$ cat config.mk
export PLATFORM = sky130hd
export DESIGN_NAME = arpeggiator_held_note_sequencer_flat
export DESIGN_NICKNAME = d
export VERILOG_FILES = /design/src/sv/arp_pkg.sv /design/src/sv/arp_if.sv /design/src/sv/arpeggiator_held_note_sequencer.sv /design/src/sv/arp_cfg.sv /design/src/sv/arp_table.sv /design/src/flat_wrapper.sv
export SDC_FILE = /design/constraint.sdc
export NUM_CORES = 1
export LEC_CHECK = 0
export ABC_AREA = 1
export BUFFER_PORTS_ARGS = -buffer_cell sky130_fd_sc_hd__buf_2
export CAP_MARGIN = 30
export CORE_ASPECT_RATIO = 1.25
export CORE_MARGIN = 2
export CORE_UTILIZATION = 37
export CTS_BUF_LIST = sky130_fd_sc_hd__clkbuf_16
export CTS_CLUSTER_SIZE = 20
export DETAILED_ROUTE_END_ITERATION = 7
export GPL_TIMING_DRIVEN = 0
export PLACE_DENSITY = 0.55
export SKIP_CTS_REPAIR_TIMING = 1
export SLEW_MARGIN = 10
export SYNTH_ARGS = -nofsm -noshare
export SYNTH_HDL_FRONTEND = slang
export SYNTH_HIERARCHICAL = 1
export SYNTH_SLANG_ARGS = --single-unit
$ cat constraint.sdc
create_clock -name clk -period 5.3 [get_ports clk]
set_clock_uncertainty 0.15 [all_clocks]
set_input_delay 0.795 -clock clk [delete_from_list [all_inputs] [get_ports clk]]
set_output_delay 0.795 -clock clk [all_outputs]
set_load 0.005 [all_outputs]
$ cat src/sv/arp_pkg.sv
package arp_pkg;

  // Default depth of the held-note table.
  localparam int MAX_HELD_DEF = 16;

  // Request codes on the input channel.
  localparam logic [1:0] REQ_ADD    = 2'd0;
  localparam logic [1:0] REQ_REMOVE = 2'd1;
  localparam logic [1:0] REQ_TICK   = 2'd2;
  localparam logic [1:0] REQ_CLEAR  = 2'd3;

  // Pattern modes.
  localparam logic [1:0] MODE_UP     = 2'd0;
  localparam logic [1:0] MODE_DOWN   = 2'd1;
  localparam logic [1:0] MODE_BOUNCE = 2'd2;
  localparam logic [1:0] MODE_RANDOM = 2'd3;

  // Result kinds.
  localparam logic EV_RELEASE = 1'b0;
  localparam logic EV_TRIGGER = 1'b1;

  // Table sequencer operations.
  localparam logic [1:0] OP_ADD    = 2'd0;
  localparam logic [1:0] OP_REMOVE = 2'd1;
  localparam logic [1:0] OP_READ   = 2'd2;
  localparam logic [1:0] OP_CLEAR  = 2'd3;

  // Configuration port.
  localparam int CFG_AW      = 3;
  localparam int CFG_IDX_BIT = 2;
  localparam logic CFG_IDX_MODE   = 1'b0;
  localparam logic CFG_IDX_PERIOD = 1'b1;
  localparam logic [1:0]  ARP_MODE_RST    = MODE_UP;
  localparam logic [15:0] STEP_PERIOD_RST = 16'd4800;

  typedef struct packed {
    logic       start;
    logic [1:0] op;
    logic [6:0] note;
    logic [6:0] vel;
  } tbl_cmd_t;

  typedef struct packed {
    logic       done;
    logic [6:0] note;
    logic [6:0] vel;
  } tbl_stat_t;

  typedef struct packed {
    logic [1:0]  arp_mode;
    logic [15:0] step_period;
  } cfg_regs_t;

endpackage

$ cat src/sv/arp_if.sv
interface arp_in_if;
  logic        valid;
  logic        ready;
  logic [1:0]  req_type;
  logic [6:0]  note;
  logic [6:0]  velocity;
  logic [15:0] random_value;

  modport source(output valid, req_type, note, velocity, random_value, input ready);
  modport sink(input valid, req_type, note, velocity, random_value, output ready);
endinterface

interface arp_out_if;
  logic       valid;
  logic       ready;
  logic       event_kind;
  logic [6:0] out_note;
  logic [6:0] out_velocity;
  logic       last;

  modport source(output valid, event_kind, out_note, out_velocity, last, input ready);
  modport sink(input valid, event_kind, out_note, out_velocity, last, output ready);
endinterface

$ cat src/sv/arpeggiator_held_note_sequencer.sv
// Channel   Direction  Handshake     Payload
// in_req    in         valid/ready   req_type, note, velocity, random_value
// out_res   out        valid/ready   event_kind, out_note, out_velocity, last
// cfg_*     in         APB write     arp_mode (0x0), step_period (0x4)
//
// A tick that does not fire counts the step clock down. A firing tick
// releases any sounding note, then reads the entry at the cursor and emits
// a trigger unless the table is empty, and may wait on out_res. A clear,
// an add or a remove runs through the table sequencer.
// rst_n is synchronous and clears the held count, not the table contents.
// in_req.ready stays low while a request is in progress.
module arpeggiator_held_note_sequencer #(
  parameter int MAX_HELD = arp_pkg::MAX_HELD_DEF
) (
  input  logic                        clk,
  input  logic                        rst_n,
  arp_in_if.sink                      in_req,
  arp_out_if.source                   out_res,
  input  logic                        cfg_psel,
  input  logic                        cfg_penable,
  input  logic                        cfg_pwrite,
  input  logic [arp_pkg::CFG_AW-1:0]  cfg_paddr,
  input  logic [31:0]                 cfg_pwdata,
  output logic [31:0]                 cfg_prdata,
  output logic                        cfg_pready
);

  localparam int AW = (MAX_HELD > 1) ? $clog2(MAX_HELD) : 1;
  localparam int CW = $clog2(MAX_HELD + 1);
  localparam int PW = 16 + CW;

  localparam logic [2:0] S_IDLE  = 3'd0;
  localparam logic [2:0] S_TBL   = 3'd1;
  localparam logic [2:0] S_STEP  = 3'd2;
  localparam logic [2:0] S_RWAIT = 3'd3;
  localparam logic [2:0] S_EMIT  = 3'd4;

  arp_pkg::cfg_regs_t  regs;
  arp_pkg::tbl_cmd_t   cmd;
  arp_pkg::tbl_stat_t  stat;
  logic [CW-1:0]       held_count;
  logic [AW-1:0]       rd_idx;

  logic [2:0]    state_r, state_nxt;
  logic [15:0]   tick_r, tick_nxt;
  logic [AW-1:0] cursor_r, cursor_nxt;
  logic          bounce_r, bounce_nxt;
  logic          cur_valid_r, cur_valid_nxt;
  logic [6:0]    cur_note_r, cur_note_nxt;
  logic [15:0]   rnd_r, rnd_nxt;
  logic [6:0]    trig_note_r, trig_note_nxt;
  logic [6:0]    trig_vel_r, trig_vel_nxt;
  logic          out_valid_r, out_valid_nxt;
  logic          out_kind_r, out_kind_nxt;
  logic [6:0]    out_note_r, out_note_nxt;
  logic [6:0]    out_vel_r, out_vel_nxt;
  logic          out_last_r, out_last_nxt;

  logic          accept;
  logic          out_free;
  logic [AW-1:0] cur_fix;
  logic [CW-1:0] n_m1;
  logic [CW-1:0] cur_p1;
  logic [PW-1:0] prod;
  logic [CW-1:0] rnd_idx;
  logic [AW-1:0] adv;
  logic          adv_bounce;

  arp_cfg u_cfg (
    .clk     (clk),
    .rst_n   (rst_n),
    .psel    (cfg_psel),
    .penable (cfg_penable),
    .pwrite  (cfg_pwrite),
    .paddr   (cfg_paddr),
    .pwdata  (cfg_pwdata),
    .prdata  (cfg_prdata),
    .pready  (cfg_pready),
    .regs    (regs)
  );

  arp_table #(.MAX_HELD(MAX_HELD)) u_table (
    .clk    (clk),
    .rst_n  (rst_n),
    .cmd    (cmd),
    .rd_idx (rd_idx),
    .stat   (stat),
    .count  (held_count)
  );

  assign in_req.ready = (state_r == S_IDLE);
  assign accept       = in_req.valid && in_req.ready;
  // The output register can take a new result when it is empty or drains now.
  assign out_free     = !out_valid_r || out_res.ready;

  // A cursor beyond the held count restarts at the bottom of the table.
  assign cur_fix = (CW'(cursor_r) >= held_count) ? '0 : cursor_r;
  assign rd_idx  = cur_fix;

  // Cursor advance, evaluated on the cursor that was just played.
  assign n_m1    = held_count - CW'(1);
  assign cur_p1  = CW'(cursor_r) + CW'(1);
  assign prod    = PW'(rnd_r) * PW'(held_count);
  assign rnd_idx = prod[PW-1:16];

  always_comb begin
    adv        = cursor_r;
    adv_bounce = bounce_r;
    case (regs.arp_mode)
      arp_pkg::MODE_DOWN: begin
        adv = (cursor_r == '0) ? n_m1[AW-1:0] : cursor_r - AW'(1);
      end
      arp_pkg::MODE_BOUNCE: begin
        if (held_count == CW'(1)) begin
          adv = '0;
        end else if (bounce_r) begin
          if (cursor_r <= AW'(1)) begin
            adv        = '0;
            adv_bounce = 1'b0;
          end else begin
            adv = cursor_r - AW'(1);
          end
        end else begin
          if (cur_p1 >= n_m1) begin
            adv        = n_m1[AW-1:0];
            adv_bounce = 1'b1;
          end else begin
            adv = cur_p1[AW-1:0];
          end
        end
      end
      arp_pkg::MODE_RANDOM: begin
        adv = (rnd_idx >= held_count) ? n_m1[AW-1:0] : rnd_idx[AW-1:0];
      end
      default: begin
        adv = (cur_p1 == held_count) ? '0 : cur_p1[AW-1:0];
      end
    endcase
  end

  always_comb begin
    state_nxt     = state_r;
    tick_nxt      = tick_r;
    cursor_nxt    = cursor_r;
    bounce_nxt    = bounce_r;
    cur_valid_nxt = cur_valid_r;
    cur_note_nxt  = cur_note_r;
    rnd_nxt       = rnd_r;
    trig_note_nxt = trig_note_r;
    trig_vel_nxt  = trig_vel_r;
    out_valid_nxt = out_valid_r && !out_res.ready;
    out_kind_nxt  = out_kind_r;
    out_note_nxt  = out_note_r;
    out_vel_nxt   = out_vel_r;
    out_last_nxt  = out_last_r;
    cmd.start     = 1'b0;
    cmd.op        = arp_pkg::OP_READ;
    cmd.note      = in_req.note;
    cmd.vel       = in_req.velocity;
    case (state_r)
      S_IDLE: begin
        if (accept) begin
          case (in_req.req_type)
            arp_pkg::REQ_TICK: begin
              // The step clock expires at one or zero and reloads.
              if (tick_r <= 16'd1) begin
                tick_nxt  = regs.step_period;
                rnd_nxt   = in_req.random_value;
                state_nxt = S_STEP;
              end else begin
                tick_nxt = tick_r - 16'd1;
              end
            end
            arp_pkg::REQ_CLEAR: begin
              cur_valid_nxt = 1'b0;
              cmd.start     = 1'b1;
              cmd.op        = arp_pkg::OP_CLEAR;
              state_nxt     = S_TBL;
            end
            arp_pkg::REQ_REMOVE: begin
              cmd.start = 1'b1;
              cmd.op    = arp_pkg::OP_REMOVE;
              state_nxt = S_TBL;
            end
            default: begin
              cmd.start = 1'b1;
              cmd.op    = arp_pkg::OP_ADD;
              state_nxt = S_TBL;
            end
          endcase
        end
      end
      S_TBL: begin
        if (stat.done) begin
          state_nxt = S_IDLE;
        end
      end
      S_STEP: begin
        if (out_free) begin
          // Release the sounding note first; it is the final result when
          // nothing is held.
          if (cur_valid_r) begin
            out_valid_nxt = 1'b1;
            out_kind_nxt  = arp_pkg::EV_RELEASE;
            out_note_nxt  = cur_note_r;
            out_vel_nxt   = 7'd0;
            out_last_nxt  = (held_count == '0);
            cur_valid_nxt = 1'b0;
          end
          if (held_count == '0) begin
            state_nxt = S_IDLE;
          end else begin
            cmd.start  = 1'b1;
            cmd.op     = arp_pkg::OP_READ;
            cursor_nxt = cur_fix;
            state_nxt  = S_RWAIT;
          end
        end
      end
      S_RWAIT: begin
        if (stat.done) begin
          trig_note_nxt = stat.note;
          trig_vel_nxt  = stat.vel;
          state_nxt     = S_EMIT;
        end
      end
      S_EMIT: begin
        if (out_free) begin
          out_valid_nxt = 1'b1;
          out_kind_nxt  = arp_pkg::EV_TRIGGER;
          out_note_nxt  = trig_note_r;
          out_vel_nxt   = trig_vel_r;
          out_last_nxt  = 1'b1;
          cur_note_nxt  = trig_note_r;
          cur_valid_nxt = 1'b1;
          cursor_nxt    = adv;
          bounce_nxt    = adv_bounce;
          state_nxt     = S_IDLE;
        end
      end
      default: state_nxt = S_IDLE;
    endcase
  end

  always_ff @(posedge clk) begin
    if (!rst_n) begin
      state_r     <= S_IDLE;
      tick_r      <= 16'd0;
      cursor_r    <= '0;
      bounce_r    <= 1'b0;
      cur_valid_r <= 1'b0;
      cur_note_r  <= 7'd0;
      out_valid_r <= 1'b0;
    end else begin
      state_r     <= state_nxt;
      tick_r      <= tick_nxt;
      cursor_r    <= cursor_nxt;
      bounce_r    <= bounce_nxt;
      cur_valid_r <= cur_valid_nxt;
      cur_note_r  <= cur_note_nxt;
      out_valid_r <= out_valid_nxt;
    end
  end

  always_ff @(posedge clk) begin
    rnd_r       <= rnd_nxt;
    trig_note_r <= trig_note_nxt;
    trig_vel_r  <= trig_vel_nxt;
    out_kind_r  <= out_kind_nxt;
    out_note_r  <= out_note_nxt;
    out_vel_r   <= out_vel_nxt;
    out_last_r  <= out_last_nxt;
  end

  assign out_res.valid        = out_valid_r;
  assign out_res.event_kind   = out_kind_r;
  assign out_res.out_note     = out_note_r;
  assign out_res.out_velocity = out_vel_r;
  assign out_res.last         = out_last_r;

  // The table never holds more notes than it has entries.
  a_count_bound: assert property (@(posedge clk) disable iff (!rst_n)
    held_count <= CW'(MAX_HELD))
    else $error("held count exceeds table depth");

  // A tick that does not expire counts the step clock down by one.
  a_tick_down: assert property (@(posedge clk) disable iff (!rst_n)
    (accept && in_req.req_type == arp_pkg::REQ_TICK && tick_r > 16'd1)
    |=> (tick_r == $past(tick_r) - 16'd1))
    else $error("step clock did not count down");

  // Emitting a trigger marks that note as sounding.
  a_trigger_sounds: assert property (@(posedge clk) disable iff (!rst_n)
    (state_r == S_EMIT && out_free)
    |=> (cur_valid_r && out_valid_r && out_kind_r == arp_pkg::EV_TRIGGER))
    else $error("trigger did not update the sounding note");

endmodule

$ cat src/sv/arp_cfg.sv
module arp_cfg (
  input  logic                        clk,
  input  logic                        rst_n,
  input  logic                        psel,
  input  logic                        penable,
  input  logic                        pwrite,
  input  logic [arp_pkg::CFG_AW-1:0]  paddr,
  input  logic [31:0]                 pwdata,
  output logic [31:0]                 prdata,
  output logic                        pready,
  output arp_pkg::cfg_regs_t          regs
);

  logic [1:0]  mode_r,   mode_nxt;
  logic [15:0] period_r, period_nxt;
  logic        wr_en;
  logic        sel;

  assign pready = 1'b1;
  assign sel    = paddr[arp_pkg::CFG_IDX_BIT];
  assign wr_en  = psel && penable && pwrite;

  always_comb begin
    mode_nxt   = mode_r;
    period_nxt = period_r;
    if (wr_en) begin
      case (sel)
        arp_pkg::CFG_IDX_MODE:   mode_nxt   = pwdata[1:0];
        arp_pkg::CFG_IDX_PERIOD: period_nxt = pwdata[15:0];
        default: ;
      endcase
    end
  end

  always_comb begin
    case (sel)
      arp_pkg::CFG_IDX_MODE:   prdata = {30'd0, mode_r};
      arp_pkg::CFG_IDX_PERIOD: prdata = {16'd0, period_r};
      default:                 prdata = 32'd0;
    endcase
  end

  always_ff @(posedge clk) begin
    if (!rst_n) begin
      mode_r   <= arp_pkg::ARP_MODE_RST;
      period_r <= arp_pkg::STEP_PERIOD_RST;
    end else begin
      mode_r   <= mode_nxt;
      period_r <= period_nxt;
    end
  end

  assign regs.arp_mode    = mode_r;
  assign regs.step_period = period_r;

endmodule

$ cat src/sv/arp_table.sv
module arp_table #(
  parameter int MAX_HELD = arp_pkg::MAX_HELD_DEF,
  localparam int AW = (MAX_HELD > 1) ? $clog2(MAX_HELD) : 1,
  localparam int CW = $clog2(MAX_HELD + 1)
) (
  input  logic                clk,
  input  logic                rst_n,
  input  arp_pkg::tbl_cmd_t   cmd,
  input  logic [AW-1:0]       rd_idx,
  output arp_pkg::tbl_stat_t  stat,
  output logic [CW-1:0]       count
);

  localparam logic [2:0] T_IDLE     = 3'd0;
  localparam logic [2:0] T_FIND_RD  = 3'd1;
  localparam logic [2:0] T_FIND_CHK = 3'd2;
  localparam logic [2:0] T_SHUP_RD  = 3'd3;
  localparam logic [2:0] T_SHUP_WR  = 3'd4;
  localparam logic [2:0] T_SHDN_RD  = 3'd5;
  localparam logic [2:0] T_SHDN_WR  = 3'd6;
  localparam logic [2:0] T_DONE     = 3'd7;

  // Each entry packs the note above its velocity.
  logic [13:0] mem [MAX_HELD];
  logic [13:0] rd_data_r;

  logic [2:0]    state_r, state_nxt;
  logic [CW-1:0] idx_r, idx_nxt;
  logic [CW-1:0] sh_r, sh_nxt;
  logic [CW-1:0] count_r, count_nxt;
  logic [1:0]    op_r, op_nxt;
  logic [6:0]    note_r, note_nxt;
  logic [6:0]    vel_r, vel_nxt;

  logic [AW-1:0] rd_addr;
  logic [AW-1:0] wr_addr;
  logic [13:0]   wr_data;
  logic          wr_en;
  logic [CW-1:0] idx_p1;
  logic [CW-1:0] sh_m1;
  logic [6:0]    rd_note;
  logic          room;

  assign idx_p1  = idx_r + CW'(1);
  assign sh_m1   = sh_r - CW'(1);
  assign rd_note = rd_data_r[13:7];
  assign room    = (count_r != CW'(MAX_HELD));

  always_comb begin
    state_nxt = state_r;
    idx_nxt   = idx_r;
    sh_nxt    = sh_r;
    count_nxt = count_r;
    op_nxt    = op_r;
    note_nxt  = note_r;
    vel_nxt   = vel_r;
    rd_addr   = idx_r[AW-1:0];
    wr_en     = 1'b0;
    wr_addr   = idx_r[AW-1:0];
    wr_data   = {note_r, vel_r};
    case (state_r)
      T_IDLE: begin
        rd_addr = rd_idx;
        if (cmd.start) begin
          op_nxt   = cmd.op;
          note_nxt = cmd.note;
          vel_nxt  = cmd.vel;
          idx_nxt  = '0;
          case (cmd.op)
            arp_pkg::OP_ADD,
            arp_pkg::OP_REMOVE: state_nxt = T_FIND_RD;
            arp_pkg::OP_CLEAR: begin
              count_nxt = '0;
              state_nxt = T_DONE;
            end
            default: state_nxt = T_DONE;
          endcase
        end
      end
      T_FIND_RD: begin
        if (idx_r == count_r) begin
          // The note sorts above every held note.
          if (op_r == arp_pkg::OP_ADD && room) begin
            sh_nxt    = count_r;
            state_nxt = T_SHUP_RD;
          end else begin
            state_nxt = T_DONE;
          end
        end else begin
          state_nxt = T_FIND_CHK;
        end
      end
      T_FIND_CHK: begin
        if (rd_note == note_r) begin
          if (op_r == arp_pkg::OP_ADD) begin
            wr_en     = 1'b1;
            state_nxt = T_DONE;
          end else begin
            state_nxt = T_SHDN_RD;
          end
        end else if (rd_note > note_r) begin
          if (op_r == arp_pkg::OP_ADD && room) begin
            sh_nxt    = count_r;
            state_nxt = T_SHUP_RD;
          end else begin
            state_nxt = T_DONE;
          end
        end else begin
          idx_nxt   = idx_p1;
          state_nxt = T_FIND_RD;
        end
      end
      T_SHUP_RD: begin
        if (sh_r == idx_r) begin
          wr_en     = 1'b1;
          count_nxt = count_r + CW'(1);
          state_nxt = T_DONE;
        end else begin
          rd_addr   = sh_m1[AW-1:0];
          state_nxt = T_SHUP_WR;
        end
      end
      T_SHUP_WR: begin
        wr_en     = 1'b1;
        wr_addr   = sh_r[AW-1:0];
        wr_data   = rd_data_r;
        sh_nxt    = sh_m1;
        state_nxt = T_SHUP_RD;
      end
      T_SHDN_RD: begin
        if (idx_p1 >= count_r) begin
          count_nxt = count_r - CW'(1);
          state_nxt = T_DONE;
        end else begin
          rd_addr   = idx_p1[AW-1:0];
          state_nxt = T_SHDN_WR;
        end
      end
      T_SHDN_WR: begin
        wr_en     = 1'b1;
        wr_data   = rd_data_r;
        idx_nxt   = idx_p1;
        state_nxt = T_SHDN_RD;
      end
      T_DONE: state_nxt = T_IDLE;
      default: state_nxt = T_IDLE;
    endcase
  end

  always_ff @(posedge clk) begin
    if (wr_en) begin
      mem[wr_addr] <= wr_data;
    end
    rd_data_r <= mem[rd_addr];
  end

  always_ff @(posedge clk) begin
    if (!rst_n) begin
      state_r <= T_IDLE;
      count_r <= '0;
    end else begin
      state_r <= state_nxt;
      count_r <= count_nxt;
    end
  end

  always_ff @(posedge clk) begin
    idx_r  <= idx_nxt;
    sh_r   <= sh_nxt;
    op_r   <= op_nxt;
    note_r <= note_nxt;
    vel_r  <= vel_nxt;
  end

  assign stat.done = (state_r == T_DONE);
  assign stat.note = rd_note;
  assign stat.vel  = rd_data_r[6:0];
  assign count     = count_r;

endmodule
$ cat src/flat_wrapper.sv
// flat-port wrapper written by rule: the top's interface ports become plain ports
module arpeggiator_held_note_sequencer_flat 
#(
  parameter int MAX_HELD = arp_pkg::MAX_HELD_DEF
)
  (clk, rst_n, cfg_psel, cfg_penable, cfg_pwrite, cfg_paddr, cfg_pwdata, cfg_prdata, cfg_pready, in_req_valid, in_req_req_type, in_req_note, in_req_velocity, in_req_random_value, in_req_ready, out_res_valid, out_res_event_kind, out_res_out_note, out_res_out_velocity, out_res_last, out_res_ready);
  arp_in_if in_req_i ();
  arp_out_if out_res_i ();
  input  logic clk;
  input  logic rst_n;
  input  logic cfg_psel;
  input  logic cfg_penable;
  input  logic cfg_pwrite;
  input  logic [arp_pkg::CFG_AW-1:0] cfg_paddr;
  input  logic [31:0] cfg_pwdata;
  output logic [31:0] cfg_prdata;
  output logic cfg_pready;
  input wire logic [$bits(in_req_i.valid)-1:0] in_req_valid;
  input wire logic [$bits(in_req_i.req_type)-1:0] in_req_req_type;
  input wire logic [$bits(in_req_i.note)-1:0] in_req_note;
  input wire logic [$bits(in_req_i.velocity)-1:0] in_req_velocity;
  input wire logic [$bits(in_req_i.random_value)-1:0] in_req_random_value;
  output wire logic [$bits(in_req_i.ready)-1:0] in_req_ready;
  output wire logic [$bits(out_res_i.valid)-1:0] out_res_valid;
  output wire logic [$bits(out_res_i.event_kind)-1:0] out_res_event_kind;
  output wire logic [$bits(out_res_i.out_note)-1:0] out_res_out_note;
  output wire logic [$bits(out_res_i.out_velocity)-1:0] out_res_out_velocity;
  output wire logic [$bits(out_res_i.last)-1:0] out_res_last;
  input wire logic [$bits(out_res_i.ready)-1:0] out_res_ready;
  assign in_req_i.valid = in_req_valid;
  assign in_req_i.req_type = in_req_req_type;
  assign in_req_i.note = in_req_note;
  assign in_req_i.velocity = in_req_velocity;
  assign in_req_i.random_value = in_req_random_value;
  assign in_req_ready = in_req_i.ready;
  assign out_res_valid = out_res_i.valid;
  assign out_res_event_kind = out_res_i.event_kind;
  assign out_res_out_note = out_res_i.out_note;
  assign out_res_out_velocity = out_res_i.out_velocity;
  assign out_res_last = out_res_i.last;
  assign out_res_i.ready = out_res_ready;
  arpeggiator_held_note_sequencer #(.MAX_HELD(MAX_HELD)) u_core (.clk(clk), .rst_n(rst_n), .in_req(in_req_i), .out_res(out_res_i), .cfg_psel(cfg_psel), .cfg_penable(cfg_penable), .cfg_pwrite(cfg_pwrite), .cfg_paddr(cfg_paddr), .cfg_pwdata(cfg_pwdata), .cfg_prdata(cfg_prdata), .cfg_pready(cfg_pready));
endmodule
==> results.tsv <==
stage	metric	value	unit
critical_path	CP Launch Type	flop	
synthesis	post-synthesis async set-or-reset flop share	0	%
placement	Post-Place Worst Slack	-0.686	ns
clock_network	clk slew on worst S/H paths	0.06	ns
drt	post-route antenna net violation count	0	
placement	buffers added on ports	89	
global_routing	grt ovf	0	
power	sw frac	43.5	%
drt	Vias	15600	
critical_path	FF-to-FF Start	u_core/u_table/count[3]	
synthesis	post-synth top area share	43.8	%
synthesis	dominant cells by area after synthesis	edfxtp_1 (44%), nand2_1 (11%), nand3_1 (7.9%)	
final_layout	layout cell share with drive strength beyond 1	15.7	%
synthesis	Syn Area/Cell	8.86	µm²
final_layout	Final #Nets	2642	
clock_network	Inserted Clock Buffers	42	
floorplanning	Die Ht	266	µm
critical_path	Critical Path Most Common Cell	nand2_1	
critical_path	critical path required time	5.58	ns
global_routing	vias in the first global route	15400	
final_layout	Filler Cells Inserted	5422	
synthesis	Post-synth EDFFs	296	
synthesis	YS warnings	6	
drt	# DRC	0	
power	Gate power share	48.1	%
synthesis	cell count after synthesis	2289	
floorplanning	Die W	213	µm
critical_path	worst setup path class	flop to flop	
sta	setup violators final	0	
sta	RSZ-0062 raised after global routing	true	
worst_hold_path	Tightest Hold Check Type	input pin to flop	
power	maximum vdd drop	0.290	mV
worst_hold_path	Min-Delay Startpoint	in_req_velocity[1]	
clock_network	CTS sink count	369	
final_layout	n_diodes	0	
final_layout	Layout area overhead	16.5	%
drt	router iterations before antenna repair	5	
floorplanning	initial core utilization	37.6	%
critical_path	crit-path max FO	10	
critical_path	crit end category	flop	
sta	Final Max Tran Viols	0	
synthesis	FF+latch count, synth	369	
floorplanning	I/O Pins	125	
global_routing	largest net degree at the start of global routing	24	
global_routing	first-pass GRT wire length	84.5	mm
drt	First DRT Iteration DRCs	1096	
clock_network	H-tree depth	2	
status	outcome	complete, no violations	
placement	hpwl dp	39.8	mm
clock_network	CTS tree	yes	
sta	Final Hold Viols	0	
power	static leakage	11.0	nW
critical_path	reg2reg setup slack	0.15	ns
power	power density over the cells	544	nW/µm²
floorplanning	Placeable Area	54000	µm²
clock_network	Root Buffer Master	clkbuf_16	
placement	GPL Wtd Cong	0.910	
sta	relative max-transition margin	40.1	%
drt	Via density	4.86	
floorplanning	row cnt	95	
power	P_int	7.27	mW
synthesis	cell taking the most area after synthesis	edfxtp_1	
synthesis	Seq/Total Area, Yosys	51.0	%
clock_network	Worst-Skew Late Latency	0.59	ns
sta	max frequency	0.194	GHz
critical_path	slowest stage delay, CP	0.50	ns
critical_path	Worst EP arrival	5.43	ns
job	max-cap viol count	0	
clock_network	clk buf depth	3	
floorplanning	DIE AREA	56700	µm²
drt	routed wire length	53.9	mm
power	Clk pwr share	21.4	%
global_routing	Tot GR Track Use	19.3	%
critical_path	slowest stage cell, crit path	fa_1	
synthesis	synthesized cell area	20300	µm²
critical_path	reg2reg path depth	30	
worst_hold_path	hold-critical path endpoint	u_core/u_table/vel_r[1]	
drt	DR WL/cell	16.7	µm
synthesis	top_reg_cell synth	edfxtp_1	
global_routing	initial antenna violation count	0	
sta	hold_ws	0.232	ns
sta	Final WS setup	0.146	ns
sta	Final min period	5.15	ns
power	sequential share of power	30.5	%
sta	part of the cycle the worst path needs	97.3	%
synthesis	Cell variety after synth	57	
sta	Slew @ Worst Pin	0.897	ns
power	switching power	5.59	mW
worst_hold_path	Cells on Worst Hold Path	1	
critical_path	worst reg2reg path endpoint	u_core/cursor_r[0]	
-- worst max-delay path, delay by kind of cell, from the launching register on --
kind	cells	cell delay, ns
buffers and inverters	8	0.70
flip-flops	1	0.36
AND/OR/NAND/NOR	11	1.11
adder cells (fa/ha/maj)	5	2.04
AO/OA/AOI/OAI	5	0.49
XOR/XNOR	1	0.14
-- layer usage --
metal,wire (µm),global-route usage [%]
met1,21600,22.8
met2,27700,35.4
met3,2360,2.39
met4,2230,7.56
met5,0,0
-- through the flow --
step	util, %	setup TNS [ns]	power (mW)	instance area (µm²)	instances
3_3_place_gp	40.2	-2.75	9.67	21700	3120
5_1_grt	43.8	-0.465	13.7	23600	3219
4_1_cts	42.9	-2.98	12.6	23100	3204
3_5_place_dp	40.5	-2.70	9.82	21800	3128
6_report	43.8	0	12.9	23600	3219
2_1_floorplan	-	0	7.79	20300	2304
-- cells by family after synthesis --
family	Yosys count	share of synthesized area [%]
simple gates	1076	23.4
xor+xnor	24	1.07
flops	369	51.0
fa+ha+maj	108	8.22
other cells	2	0.0370
compound gates	192	5.37
buf+inv	518	10.9
-- layout make-up --
class / count / area [µm²] / area share (%)
buffer: 104 / 721 / 3.05
clock buffer: 42 / 1050 / 4.45
clock inverter: 34 / 255 / 1.08
inverter: 413 / 1560 / 6.58
multi-input combinational: 1417 / 8070 / 34.2
sequential: 369 / 10400 / 43.8
tap: 727 / 910 / 3.85
timing repair buffer: 113 / 707 / 2.99
-- cells in the mapped netlist (all sizes together), types with 15 or more instances --
cell    count
nand3     327
dfxtp      73
xor2       16
nand4      15
clkbuf     15
ha         66
nand2     580
edfxtp    296
o21ai      75
nor2      129
buf        90
fa         42
a21oi      70
inv       410
-- flip-flops by register name (all words and copies together), names as in the netlist, 3 cells and up --
register and cells:
u_core/cursor_r 4, u_core/u_table/count 5, u_core/cur_note_r 7, u_core/rnd_r 16, u_core/u_cfg/period_r 16, u_core/u_table/state_r 3, u_core/trig_note_r 7, u_core/tick_r 16
u_core/u_table/rd_data_r 14, u_core/out_res.out_note 7, u_core/trig_vel_r 7, u_core/state_r 3, u_core/u_table/idx_r 5, u_core/u_table/mem 224, u_core/u_table/vel_r 7, u_core/u_table/note_r 7
u_core/out_res.out_velocity 7, u_core/u_table/sh_r 5
-- power groups by stage --
stage | logic, mW | registers, mW | clock network (mW)
2_1_floorplan | 3.88 | 3.90 | 0
3_3_place_gp | 5.67 | 4.00 | 0
3_5_place_dp | 5.84 | 3.98 | 0
4_1_cts | 5.88 | 3.92 | 2.83
5_1_grt | 6.83 | 3.95 | 2.92
6_report | 6.18 | 3.92 | 2.75
-- worst max path at each step --
stage	slack, ns	start	endpoint
after global routing	-0.12	u_core/u_table/count[3]	u_core/cursor_r[1]
after global placement	-0.70	u_core/u_table/count[2]	u_core/cursor_r[2]
after detailed placement	-0.69	u_core/u_table/count[2]	u_core/cursor_r[2]
after floorplan	0.26	u_core/u_table/count[2]	u_core/cursor_r[0]
after CTS	-0.75	u_core/u_table/count[2]	u_core/cursor_r[0]
final	0.15	u_core/u_table/count[3]	u_core/cursor_r[0]
-- cells in the final DEF (no fill, tap or decap), drive strengths merged, types with 8 or more instances in the layout --
master,count
nand2,580
inv,418
nand3,327
edfxtp,296
buf,202
nor2,129
o21ai,75
dfxtp,73
a21oi,70
ha,66
clkbuf,57
fa,42
clkinv,25
conb,17
xor2,16
nand4,15
a31oi,10
nor3,10
o211ai,9
xnor2,8
No activity file was read; power rests on OpenSTA's default activity.
